<file path="src/trd_pkg.sv">
// Shared constants, codes and interface structs of the triangle rasterizer.
// No dependencies.
package trd_pkg;

  localparam int FRAME_WIDTH_DEF  = 256;
  localparam int FRAME_HEIGHT_DEF = 256;
  localparam int SUBPIXEL_BITS    = 4;
  localparam int DEPTH_FRAC_BITS  = 16;

  localparam int COORD_W = 16;
  localparam int COL_W   = COORD_W - SUBPIXEL_BITS;
  localparam int DEPTH_W = DEPTH_FRAC_BITS + 1;
  localparam int COLOR_W = 32;
  localparam int COUNT_W = 17;
  localparam int DIFF_W  = COORD_W + 1;
  localparam int PROD_W  = 2 * DIFF_W;
  localparam int EDGE_W  = PROD_W + 1;
  localparam int WGT_W   = 17;
  localparam int RCP_W   = 33;
  localparam int PBR_W   = WGT_W + RCP_W;
  localparam int SUM_W   = PBR_W + 1;

  localparam int DIV_NW = 52;
  localparam int DIV_DW = 51;
  localparam int DIV_QW = 33;
  localparam int DIV_CW = 6;

  localparam logic [SUBPIXEL_BITS-1:0] SUB_HALF = SUBPIXEL_BITS'(1 << (SUBPIXEL_BITS - 1));
  localparam logic [DEPTH_W-1:0] DEPTH_ONE = DEPTH_W'(1 << DEPTH_FRAC_BITS);
  localparam logic [DEPTH_W-1:0] DEPTH_SAT = '1;
  localparam logic [COUNT_W-1:0] COUNT_SAT = '1;

  localparam logic [1:0] REQ_DRAW  = 2'd0;
  localparam logic [1:0] REQ_READ  = 2'd1;
  localparam logic [1:0] REQ_CLEAR = 2'd2;

  localparam logic [DIV_CW-1:0] Q_RECIP = DIV_CW'(33);
  localparam logic [DIV_CW-1:0] Q_WGT   = DIV_CW'(17);
  localparam logic [DIV_CW-1:0] Q_DEPTH = DIV_CW'(18);
  localparam logic [DIV_CW-1:0] Q_COLOR = DIV_CW'(8);

  typedef struct packed {
    logic              start;
    logic [DIV_CW-1:0] qbits;
  } div_ctl_t;

  typedef struct packed {
    logic done;
    logic ovf;
  } div_sts_t;

  typedef struct packed {
    logic we_color;
    logic we_depth;
    logic re;
  } mem_ctl_t;

endpackage

</file>
<file path="src/trd_engine.sv">
// Request sequencer and pixel datapath: edge functions, bounding box scan,
// depth read-compare-write. Depends on trd_pkg, drives trd_div and trd_store.
module trd_engine import trd_pkg::*; #(
  parameter int FRAME_WIDTH  = FRAME_WIDTH_DEF,
  parameter int FRAME_HEIGHT = FRAME_HEIGHT_DEF,
  parameter int PIX          = FRAME_WIDTH * FRAME_HEIGHT,
  parameter int AW           = $clog2(PIX)
) (
  input  logic               clk,
  input  logic               rst,
  input  logic               start,
  output logic               busy,
  input  logic [1:0]         req_type,
  input  logic [COORD_W-1:0] v0_x,
  input  logic [COORD_W-1:0] v0_y,
  input  logic [DEPTH_W-1:0] v0_z,
  input  logic [COORD_W-1:0] v1_x,
  input  logic [COORD_W-1:0] v1_y,
  input  logic [DEPTH_W-1:0] v1_z,
  input  logic [COORD_W-1:0] v2_x,
  input  logic [COORD_W-1:0] v2_y,
  input  logic [DEPTH_W-1:0] v2_z,
  input  logic [COLOR_W-1:0] flat_color,
  input  logic               use_barycentric,
  output logic               done,
  output logic [COLOR_W-1:0] pixel_color,
  output logic [DEPTH_W-1:0] pixel_depth,
  output logic [COUNT_W-1:0] pixels_written,
  output div_ctl_t           div_ctl,
  output logic [DIV_NW-1:0]  div_num,
  output logic [DIV_DW-1:0]  div_den,
  input  div_sts_t           div_sts,
  input  logic [DIV_QW-1:0]  div_quo,
  output mem_ctl_t           mem_ctl,
  output logic [AW-1:0]      mem_waddr,
  output logic [AW-1:0]      mem_raddr,
  output logic [COLOR_W-1:0] mem_wcolor,
  output logic [DEPTH_W-1:0] mem_wdepth,
  input  logic [COLOR_W-1:0] mem_rcolor,
  input  logic [DEPTH_W-1:0] mem_rdepth
);

  typedef enum logic [18:0] {
    S_INIT  = 19'h00001,
    S_IDLE  = 19'h00002,
    S_CLEAR = 19'h00004,
    S_RADDR = 19'h00008,
    S_RREAD = 19'h00010,
    S_RDATA = 19'h00020,
    S_AREA  = 19'h00040,
    S_BOX   = 19'h00080,
    S_RECIP = 19'h00100,
    S_ROWB  = 19'h00200,
    S_EDGE  = 19'h00400,
    S_WGT   = 19'h00800,
    S_SUM   = 19'h01000,
    S_ZDIV  = 19'h02000,
    S_COLOR = 19'h04000,
    S_RDZ   = 19'h08000,
    S_CMP   = 19'h10000,
    S_NEXT  = 19'h20000,
    S_DONE  = 19'h40000
  } state_t;

  localparam logic [COL_W-1:0] COL_LAST = COL_W'(FRAME_WIDTH - 1);
  localparam logic [COL_W-1:0] ROW_LAST = COL_W'(FRAME_HEIGHT - 1);
  localparam logic [AW-1:0]    SWEEP_LAST = AW'(PIX - 1);

  state_t state;
  logic [AW-1:0]      sweep;
  logic [2:0]         step;
  logic [1:0]         kidx;
  logic               issued;

  logic [COORD_W-1:0] vx [3];
  logic [COORD_W-1:0] vy [3];
  logic [DEPTH_W-1:0] vz [3];
  logic [COLOR_W-1:0] flat;
  logic               bary;

  logic signed [PROD_W-1:0] prod;
  logic signed [PROD_W-1:0] first;
  logic signed [EDGE_W-1:0] area;
  logic signed [EDGE_W-1:0] w [3];
  logic signed [EDGE_W-1:0] edge_val;

  logic [COL_W-1:0]   xlo, xhi, yhi, col, row;
  logic [AW-1:0]      row_base;
  logic [AW-1:0]      pix_addr;
  logic [AW-1:0]      rd_addr;
  logic               rd_ok;
  logic [RCP_W-1:0]   rcp [3];
  logic [WGT_W-1:0]   wgt [3];
  logic [PBR_W-1:0]   bprod;
  logic [SUM_W-1:0]   sum_acc;
  logic [DEPTH_W-1:0] zval;
  logic [7:0]         rgb [3];
  logic [COUNT_W-1:0] cnt;
  logic [COLOR_W-1:0] res_color;
  logic [DEPTH_W-1:0] res_depth;

  logic [1:0]               mul_edge;
  logic [COORD_W-1:0]       cx, cy, bx, by, ax, ay, px, py;
  logic signed [DIFF_W-1:0] mul_a, mul_b;
  logic [COORD_W-1:0]       xmin, xmax, ymin, ymax;
  logic [COL_W-1:0]         xhi_c, yhi_c;
  logic [EDGE_W-1:0]        w_sel;
  logic [DEPTH_W-1:0]       z_sel;
  logic [WGT_W-1:0]         sum_w;
  logic [RCP_W-1:0]         sum_r;
  logic                     div_state;
  logic                     div_last;
  logic [COLOR_W-1:0]       draw_color;

  function automatic logic signed [DIFF_W-1:0] sdiff(input logic [COORD_W-1:0] p,
                                                     input logic [COORD_W-1:0] q);
    return $signed({1'b0, p}) - $signed({1'b0, q});
  endfunction

  function automatic logic [COORD_W-1:0] min3(input logic [COORD_W-1:0] a,
                                              input logic [COORD_W-1:0] b,
                                              input logic [COORD_W-1:0] c);
    logic [COORD_W-1:0] m;
    m = (a < b) ? a : b;
    return (m < c) ? m : c;
  endfunction

  function automatic logic [COORD_W-1:0] max3(input logic [COORD_W-1:0] a,
                                              input logic [COORD_W-1:0] b,
                                              input logic [COORD_W-1:0] c);
    logic [COORD_W-1:0] m;
    m = (a > b) ? a : b;
    return (m > c) ? m : c;
  endfunction

  assign busy     = (state != S_IDLE);
  assign px       = {col, SUB_HALF};
  assign py       = {row, SUB_HALF};
  assign pix_addr = row_base + AW'(col);
  assign edge_val = EDGE_W'(first) - EDGE_W'(prod);

  // Edges 0..2 are the pixel weights, edge 3 is the triangle area.
  assign mul_edge = (state == S_AREA) ? 2'd3 : step[2:1];

  always_comb begin
    case (mul_edge)
      2'd0: begin
        cx = px; cy = py; bx = vx[2]; by = vy[2]; ax = vx[1]; ay = vy[1];
      end
      2'd1: begin
        cx = px; cy = py; bx = vx[0]; by = vy[0]; ax = vx[2]; ay = vy[2];
      end
      2'd2: begin
        cx = px; cy = py; bx = vx[1]; by = vy[1]; ax = vx[0]; ay = vy[0];
      end
      default: begin
        cx = vx[2]; cy = vy[2]; bx = vx[1]; by = vy[1]; ax = vx[0]; ay = vy[0];
      end
    endcase
    if (step[0]) begin
      mul_a = sdiff(cy, ay);
      mul_b = sdiff(bx, ax);
    end else begin
      mul_a = sdiff(cx, ax);
      mul_b = sdiff(by, ay);
    end
  end

  always_comb begin
    xmin  = min3(vx[0], vx[1], vx[2]);
    xmax  = max3(vx[0], vx[1], vx[2]);
    ymin  = min3(vy[0], vy[1], vy[2]);
    ymax  = max3(vy[0], vy[1], vy[2]);
    xhi_c = (xmax[COORD_W-1:SUBPIXEL_BITS] > COL_LAST) ? COL_LAST :
            xmax[COORD_W-1:SUBPIXEL_BITS];
    yhi_c = (ymax[COORD_W-1:SUBPIXEL_BITS] > ROW_LAST) ? ROW_LAST :
            ymax[COORD_W-1:SUBPIXEL_BITS];
  end

  always_comb begin
    w_sel = w[kidx];
    z_sel = (vz[kidx] == '0) ? DEPTH_W'(1) : vz[kidx];
    case (step[1:0])
      2'd0:    begin sum_w = wgt[0]; sum_r = rcp[0]; end
      2'd1:    begin sum_w = wgt[1]; sum_r = rcp[1]; end
      default: begin sum_w = wgt[2]; sum_r = rcp[2]; end
    endcase
  end

  // Divider operand selection for the four kinds of division.
  always_comb begin
    div_state = 1'b1;
    div_num   = '0;
    div_den   = '0;
    div_ctl.qbits = Q_WGT;
    case (state)
      S_RECIP: begin
        div_num = DIV_NW'(64'd1 << 32);
        div_den = DIV_DW'(z_sel);
        div_ctl.qbits = Q_RECIP;
      end
      S_WGT: begin
        div_num = DIV_NW'({w_sel, 16'h0000});
        div_den = DIV_DW'(area);
        div_ctl.qbits = Q_WGT;
      end
      S_ZDIV: begin
        div_num = DIV_NW'(64'd1 << 48);
        div_den = sum_acc;
        div_ctl.qbits = Q_DEPTH;
      end
      S_COLOR: begin
        div_num = DIV_NW'({w_sel, 8'h00}) - DIV_NW'(w_sel);
        div_den = DIV_DW'(area);
        div_ctl.qbits = Q_COLOR;
      end
      default: div_state = 1'b0;
    endcase
    div_ctl.start = div_state && !issued;
    div_last      = (state == S_ZDIV) || (kidx == 2'd2);
  end

  assign draw_color = bary ? {8'hFF, rgb[0], rgb[1], rgb[2]} : flat;

  always_comb begin
    mem_ctl.we_color = (state == S_INIT) ||
                       ((state == S_CMP) && (zval < mem_rdepth));
    mem_ctl.we_depth = (state == S_INIT) || (state == S_CLEAR) ||
                       ((state == S_CMP) && (zval < mem_rdepth));
    mem_ctl.re       = (state == S_RREAD) || (state == S_RDZ);
    mem_waddr  = ((state == S_INIT) || (state == S_CLEAR)) ? sweep : pix_addr;
    mem_raddr  = (state == S_RREAD) ? rd_addr : pix_addr;
    mem_wcolor = (state == S_INIT) ? '0 : draw_color;
    mem_wdepth = ((state == S_INIT) || (state == S_CLEAR)) ? DEPTH_ONE : zval;
  end

  always_ff @(posedge clk) begin
    prod  <= mul_a * mul_b;
    bprod <= PBR_W'(sum_w * sum_r);
  end

  always_ff @(posedge clk) begin
    if (rst) begin
      state  <= S_INIT;
      sweep  <= '0;
      step   <= '0;
      kidx   <= '0;
      issued <= 1'b0;
      done   <= 1'b0;
    end else begin
      done <= 1'b0;
      case (state)
        S_INIT, S_CLEAR: begin
          sweep <= sweep + 1'b1;
          if (sweep == SWEEP_LAST) begin
            sweep <= '0;
            state <= (state == S_INIT) ? S_IDLE : S_DONE;
          end
        end
        S_IDLE: begin
          if (start) begin
            vx[0] <= v0_x; vy[0] <= v0_y; vz[0] <= v0_z;
            vx[1] <= v1_x; vy[1] <= v1_y; vz[1] <= v1_z;
            vx[2] <= v2_x; vy[2] <= v2_y; vz[2] <= v2_z;
            flat      <= flat_color;
            bary      <= use_barycentric;
            res_color <= '0;
            res_depth <= '0;
            cnt       <= '0;
            step      <= '0;
            kidx      <= '0;
            issued    <= 1'b0;
            sweep     <= '0;
            case (req_type)
              REQ_DRAW:  state <= S_AREA;
              REQ_READ:  state <= S_RADDR;
              REQ_CLEAR: state <= S_CLEAR;
              default:   state <= S_DONE;
            endcase
          end
        end
        S_RADDR: begin
          col     <= vx[0][COORD_W-1:SUBPIXEL_BITS];
          row     <= vy[0][COORD_W-1:SUBPIXEL_BITS];
          rd_ok   <= (int'(vx[0][COORD_W-1:SUBPIXEL_BITS]) < FRAME_WIDTH) &&
                     (int'(vy[0][COORD_W-1:SUBPIXEL_BITS]) < FRAME_HEIGHT);
          rd_addr <= AW'(int'(vy[0][COORD_W-1:SUBPIXEL_BITS]) * FRAME_WIDTH +
                         int'(vx[0][COORD_W-1:SUBPIXEL_BITS]));
          state   <= S_RREAD;
        end
        S_RREAD: state <= S_RDATA;
        S_RDATA: begin
          res_color <= rd_ok ? mem_rcolor : '0;
          res_depth <= rd_ok ? mem_rdepth : '0;
          state     <= S_DONE;
        end
        S_AREA: begin
          step <= step + 1'b1;
          if (step == 3'd1) begin
            first <= prod;
          end
          if (step == 3'd2) begin
            area  <= edge_val;
            step  <= '0;
            state <= S_BOX;
          end
        end
        S_BOX: begin
          xlo <= xmin[COORD_W-1:SUBPIXEL_BITS];
          col <= xmin[COORD_W-1:SUBPIXEL_BITS];
          row <= ymin[COORD_W-1:SUBPIXEL_BITS];
          xhi <= xhi_c;
          yhi <= yhi_c;
          // Degenerate or back-facing triangles and boxes off the frame draw nothing.
          if (area[EDGE_W-1] || (area == '0) ||
              (xmin[COORD_W-1:SUBPIXEL_BITS] > xhi_c) ||
              (ymin[COORD_W-1:SUBPIXEL_BITS] > yhi_c)) begin
            state <= S_DONE;
          end else begin
            state <= S_RECIP;
          end
        end
        S_RECIP, S_WGT, S_ZDIV, S_COLOR: begin
          if (!issued) begin
            issued <= 1'b1;
          end else if (div_sts.done) begin
            issued <= 1'b0;
            kidx   <= div_last ? 2'd0 : kidx + 1'b1;
            case (state)
              S_RECIP: begin
                rcp[kidx] <= div_quo;
                if (div_last) state <= S_ROWB;
              end
              S_WGT: begin
                wgt[kidx] <= div_quo[WGT_W-1:0];
                if (div_last) begin
                  step  <= '0;
                  state <= S_SUM;
                end
              end
              S_ZDIV: begin
                zval  <= (div_sts.ovf || (div_quo > DIV_QW'(DEPTH_SAT))) ? DEPTH_SAT :
                         div_quo[DEPTH_W-1:0];
                state <= bary ? S_COLOR : S_RDZ;
              end
              default: begin
                rgb[kidx] <= div_quo[7:0];
                if (div_last) state <= S_RDZ;
              end
            endcase
          end
        end
        S_ROWB: begin
          row_base <= AW'(int'(row) * FRAME_WIDTH);
          step     <= '0;
          state    <= S_EDGE;
        end
        S_EDGE: begin
          // Two products per edge through the one multiplier, then the difference.
          step <= step + 1'b1;
          if (step[0]) begin
            first <= prod;
          end else if (step != 3'd0 && step != 3'd7) begin
            w[step[2:1] - 2'd1] <= edge_val;
          end
          if (step == 3'd7) begin
            step  <= '0;
            state <= (w[0][EDGE_W-1] || w[1][EDGE_W-1] || w[2][EDGE_W-1]) ?
                     S_NEXT : S_WGT;
          end
        end
        S_SUM: begin
          step <= step + 1'b1;
          if (step == 3'd0) begin
            sum_acc <= '0;
          end else begin
            sum_acc <= sum_acc + SUM_W'(bprod);
          end
          if (step == 3'd3) begin
            step  <= '0;
            state <= S_ZDIV;
          end
        end
        S_RDZ: state <= S_CMP;
        S_CMP: begin
          if ((zval < mem_rdepth) && (cnt != COUNT_SAT)) begin
            cnt <= cnt + 1'b1;
          end
          state <= S_NEXT;
        end
        S_NEXT: begin
          step <= '0;
          if (col == xhi) begin
            if (row == yhi) begin
              state <= S_DONE;
            end else begin
              row      <= row + 1'b1;
              col      <= xlo;
              row_base <= row_base + AW'(FRAME_WIDTH);
              state    <= S_EDGE;
            end
          end else begin
            col   <= col + 1'b1;
            state <= S_EDGE;
          end
        end
        S_DONE: begin
          done           <= 1'b1;
          pixel_color    <= res_color;
          pixel_depth    <= res_depth;
          pixels_written <= cnt;
          state          <= S_IDLE;
        end
        default: state <= S_IDLE;
      endcase
    end
  end

endmodule

</file>
<file path="config.mk">
export PLATFORM = sky130hd
export DESIGN_NAME = trd_engine
export DESIGN_NICKNAME = d
export VERILOG_FILES = /design/src/trd_pkg.sv /design/src/trd_engine.sv
export SDC_FILE = /design/constraint.sdc
export NUM_CORES = 2
export LEC_CHECK = 0
export BUFFER_PORTS_ARGS = -buffer_cell sky130_fd_sc_hd__clkbuf_2
export CAP_MARGIN = 20
export CORE_UTILIZATION = 35
export CTS_BUF_LIST = sky130_fd_sc_hd__clkbuf_8
export DETAILED_ROUTE_END_ITERATION = 10
export PLACE_DENSITY = 0.49
export SKIP_LAST_GASP = 1
export SYNTH_ARGS = -nofsm -noshare
export SYNTH_HDL_FRONTEND = slang
export SYNTH_SLANG_ARGS = --single-unit
</file>
<file path="constraint.sdc">
create_clock -name clk -period 14.19 [get_ports clk]
set_input_delay 2.838 -clock clk [delete_from_list [all_inputs] [get_ports clk]]
set_output_delay 2.838 -clock clk [all_outputs]
set_load 0.1 [all_outputs]
</file>
==> flow_metrics.py <==
metrics = {
    "logic_synthesis": {
        "avgSynthCellArea_um2": 10.2,
        "ys_seq_area_frac": 0.346,
        "yosysTopAreaCellShare": 0.315,
        "syn-instance-count": 7962,
        "ys_ff_latch": 976,
        "ys.flop_type": "edfxtp_1",
        "synth_cell_type_count": 117,
        "synth-edff-count": 848,
        "synth_area_leaders": "edfxtp_1, fa_1, ha_1, inv_1, nand2_1",
        "yosysTopAreaCell": "edfxtp_1",
        "ys_warn_count": 0,
        "synth_area_um2": 80900,
        "ys_async_sr_fraction": 0,
    },
    "finish": {
        "area_growth_pct": 12.4,
        "drive_gt1_frac": 0.127,
        "nets": 10000,
        "fill_cells": 22900,
        "design_area_um2": 90900,
        "finish.utilization": 0.396,
        "fin_cells": 11700,
    },
    "placement": {
        "port_buffers": 529,
        "dp.cells": 11300,
        "place.gp.congestion": 0.917,
        "dp_hpwl_um": 209000,
        "postPlaceCellArea_um2": 87200,
    },
    "timing": {
        "finalCritPeriodShare": 0.899,
        "skew_ns": 0.0847,
        "hold_viol_final": 0,
        "maxSlewHeadroom": 0.176,
        "finalSetupTns_ns": 0,
        "layout_min_cycle_time_ns": 12.75,
        "report.final.setup_viol": 0,
        "worst_pin_slew_ns": 1.22,
        "max_freq_ghz": 0.0784,
        "drv_slew": 0,
        "rsz0062_at_grt": "false",
    },
    "detailed_routing": {
        "drt-total-wl_um": 266000,
        "via_per_inst": 5.19,
        "wire_per_inst_um": 22.8,
        "ant_nets": 0,
        "drt-initial-drc-count": 4014,
        "vias": 60500,
        "drt_drc_violations_left": 0,
        "first_pass_iters": 6,
    },
    "global_routing": {
        "grt_pass1_wl_um": 399000,
        "grt_max_degree": 79,
        "grt_util_all_layers": 0.229,
        "antenna_found_initial": 12,
        "first_global_vias": 62600,
        "gr-total-overflow": 0,
    },
    "critical_path": {
        "cp_slowest_cell": "or4b_1",
        "crit_path_frequent_cell": "fa_1",
        "max_stage_delay_ns": 0.80,
        "worst_ep_required_time_ns": 15.06,
        "critPathCaptureType": "flip-flop",
        "worst-path-buf-inv": 5,
        "crit_type": "reg -> reg",
        "path_max_fanout": 43,
        "path_delay_family": "compound AO/OA/AOI/OAI gates",
        "crit_path_start_kind": "flip-flop",
        "worstPathArrival_ns": 13.63,
    },
    "clocking": {
        "clk_pin_slew_ns": 0.06,
        "cts_tree": "built",
        "clkLatencyLatePin_ns": 1.01,
        "clk_path_buf_depth": 3,
        "htreeDepth": 4,
        "cts_root_buf": "clkbuf_8",
        "cts_sinks": 976,
        "cts-resized-gates": 0,
        "post_cts_buffers": 0,
        "cts-hold-fix-buffers": 0,
        "cts_inserted_buffers": 181,
    },
    "floorplan": {
        "die-area_um2": 233000,
        "core_um2": 230000,
        "die_h_um": 483,
        "io_pins": 531,
        "initial_utilization": 0.352,
        "dieWidth_um": 483,
        "row_count": 176,
    },
    "run_status": {
        "status": "completed",
    },
    "pwr": {
        "max-vdd-ir-drop_mv": 0.862,
        "powerDensity_nw_per_um2": 202,
        "p_leak_nw": 40.0,
    },
    "job": {
        "maxCapViolCount": 0,
    },
    "min_path": {
        "min_path_type": "reg -> reg",
    },
}
==> flip-flops by register name, indices dropped and copies added (netlist names), 34 cells and up, named ones only <==
register / cells
w: 140
rcp: 99
sum_acc: 51
vz: 51
wgt: 51
bprod: 50
vx: 48
vy: 48
area: 35
first: 34
prod: 34
==> where the power goes <==
part | internal (W) | switching (W)
clock | 0.00140 | 0.00132
sequential | 0.00360 | 0.000100
combinational | 0.00479 | 0.00715
==> logic make-up (layout without fill, tap and decap cells) <==
group,after synthesis,in the layout,share of synthesized area
fa+ha+maj,1301,1301,0.272
xor+xnor,346,346,0.0374
buf+inv,1391,2046,0.0658
flops,976,976,0.346
other cells,2,24,0.0000928
compound gates,1373,1373,0.113
mux,217,217,0.0331
simple gates,2356,2356,0.133
==> layout make-up <==
type                    instances  area, um^2  area share
diodes                          7        17.5    0.000193
clock inverters               150        1010      0.0111
well taps                    3026        3790      0.0416
clock buffers                 188        2590      0.0284
inverters                    1058        3970      0.0437
multi-input cells            5610       47900       0.527
repair buffers                650        3650      0.0401
flip-flops and latches        976       28000       0.308
==> cells in the mapped netlist, drive strengths merged, types with 27 or more instances <==
cell       n
edfxtp   848
o211ai    39
nand2    939
fa       769
ha       522
a31oi     35
and3      96
mux2i    132
a21o     221
nor4      39
buf       62
o22ai     30
a21oi    367
xnor2    219
dfxtp    128
nand3     93
o21ai    301
clkbuf   271
nand2b    99
o21bai    32
nor2     678
a221o     27
a211oi    27
mux2      50
mux4      35
nor3      83
nand4     53
a22o      60
xor2     127
o21a      34
nor2b    100
and2      86
inv     1055
==> per-stage QoR <==
stage	power [W]	hold WS [ns]	worst slack (ns)
6_report	0.0184	0.406	1.44
5_1_grt	0.0201	0.418	0.699
4_1_cts	0.0186	0.407	1.59
3_5_place_dp	0.0157	0.405	1.75
3_3_place_gp	0.0156	0.401	1.83
2_1_floorplan	0.0129	0.400	2.79
==> metal layers <==
layer  GRT usage  wire (um)  up-vias
li1            -          -    28000
met1       0.288     112000    30400
met2       0.393     130000     1680
met3      0.0304      12200      404
met4      0.0944      11600        4
met5           0         26        -
==> path summary, 6_finish.rpt <==
path	startpoint	to	slack, ns	cells past startpoint
worst max-delay path	state[4]	prod[31]	1.44	40
worst min-delay path	res_color[4]	pixel_color[4]	0.41	0
worst max register to register	state[4]	prod[31]	1.44	40
worst min register to register	res_color[4]	pixel_color[4]	0.41	0
==> cell usage in the layout, fill, tap and decap left out, types with 21 or more instances in the layout <==
| cell type | synthesis | final |
|---|---|---|
| o21ai_0 | 277 | 276 |
| o211ai_1 | 39 | 39 |
| inv_1 | 1053 | 1113 |
| edfxtp_1 | 848 | 848 |
| o21bai_1 | 32 | 32 |
| a21o_1 | 221 | 221 |
| a21oi_1 | 363 | 358 |
| nand3_1 | 93 | 93 |
| buf_4 | 4 | 114 |
| nor3_1 | 81 | 78 |
| mux2i_1 | 132 | 132 |
| xnor2_1 | 219 | 219 |
| dfxtp_1 | 128 | 124 |
| a31oi_1 | 35 | 35 |
| and3_1 | 96 | 96 |
| and2_1 | 86 | 86 |
| a211oi_1 | 23 | 23 |
| clkinv_2 | 1 | 24 |
| or3_1 | 23 | 23 |
| fa_1 | 769 | 769 |
| clkbuf_2 | 0 | 529 |
| nor2_1 | 678 | 668 |
| nand4_1 | 52 | 52 |
| xor2_1 | 127 | 127 |
| mux4_2 | 35 | 35 |
| o31ai_1 | 22 | 22 |
| clkbuf_8 | 0 | 188 |
| o22ai_1 | 29 | 29 |
| a221o_1 | 27 | 27 |
| ha_1 | 522 | 520 |
| nor2b_1 | 100 | 99 |
| o21a_1 | 34 | 34 |
| mux2_2 | 48 | 48 |
| clkinv_1 | 2 | 43 |
| nand2b_1 | 95 | 95 |
| o221ai_1 | 21 | 21 |
| nor4_1 | 36 | 29 |
| nand2_1 | 939 | 937 |
| a22o_1 | 60 | 60 |
No activity file was read; power rests on OpenSTA's default activity.
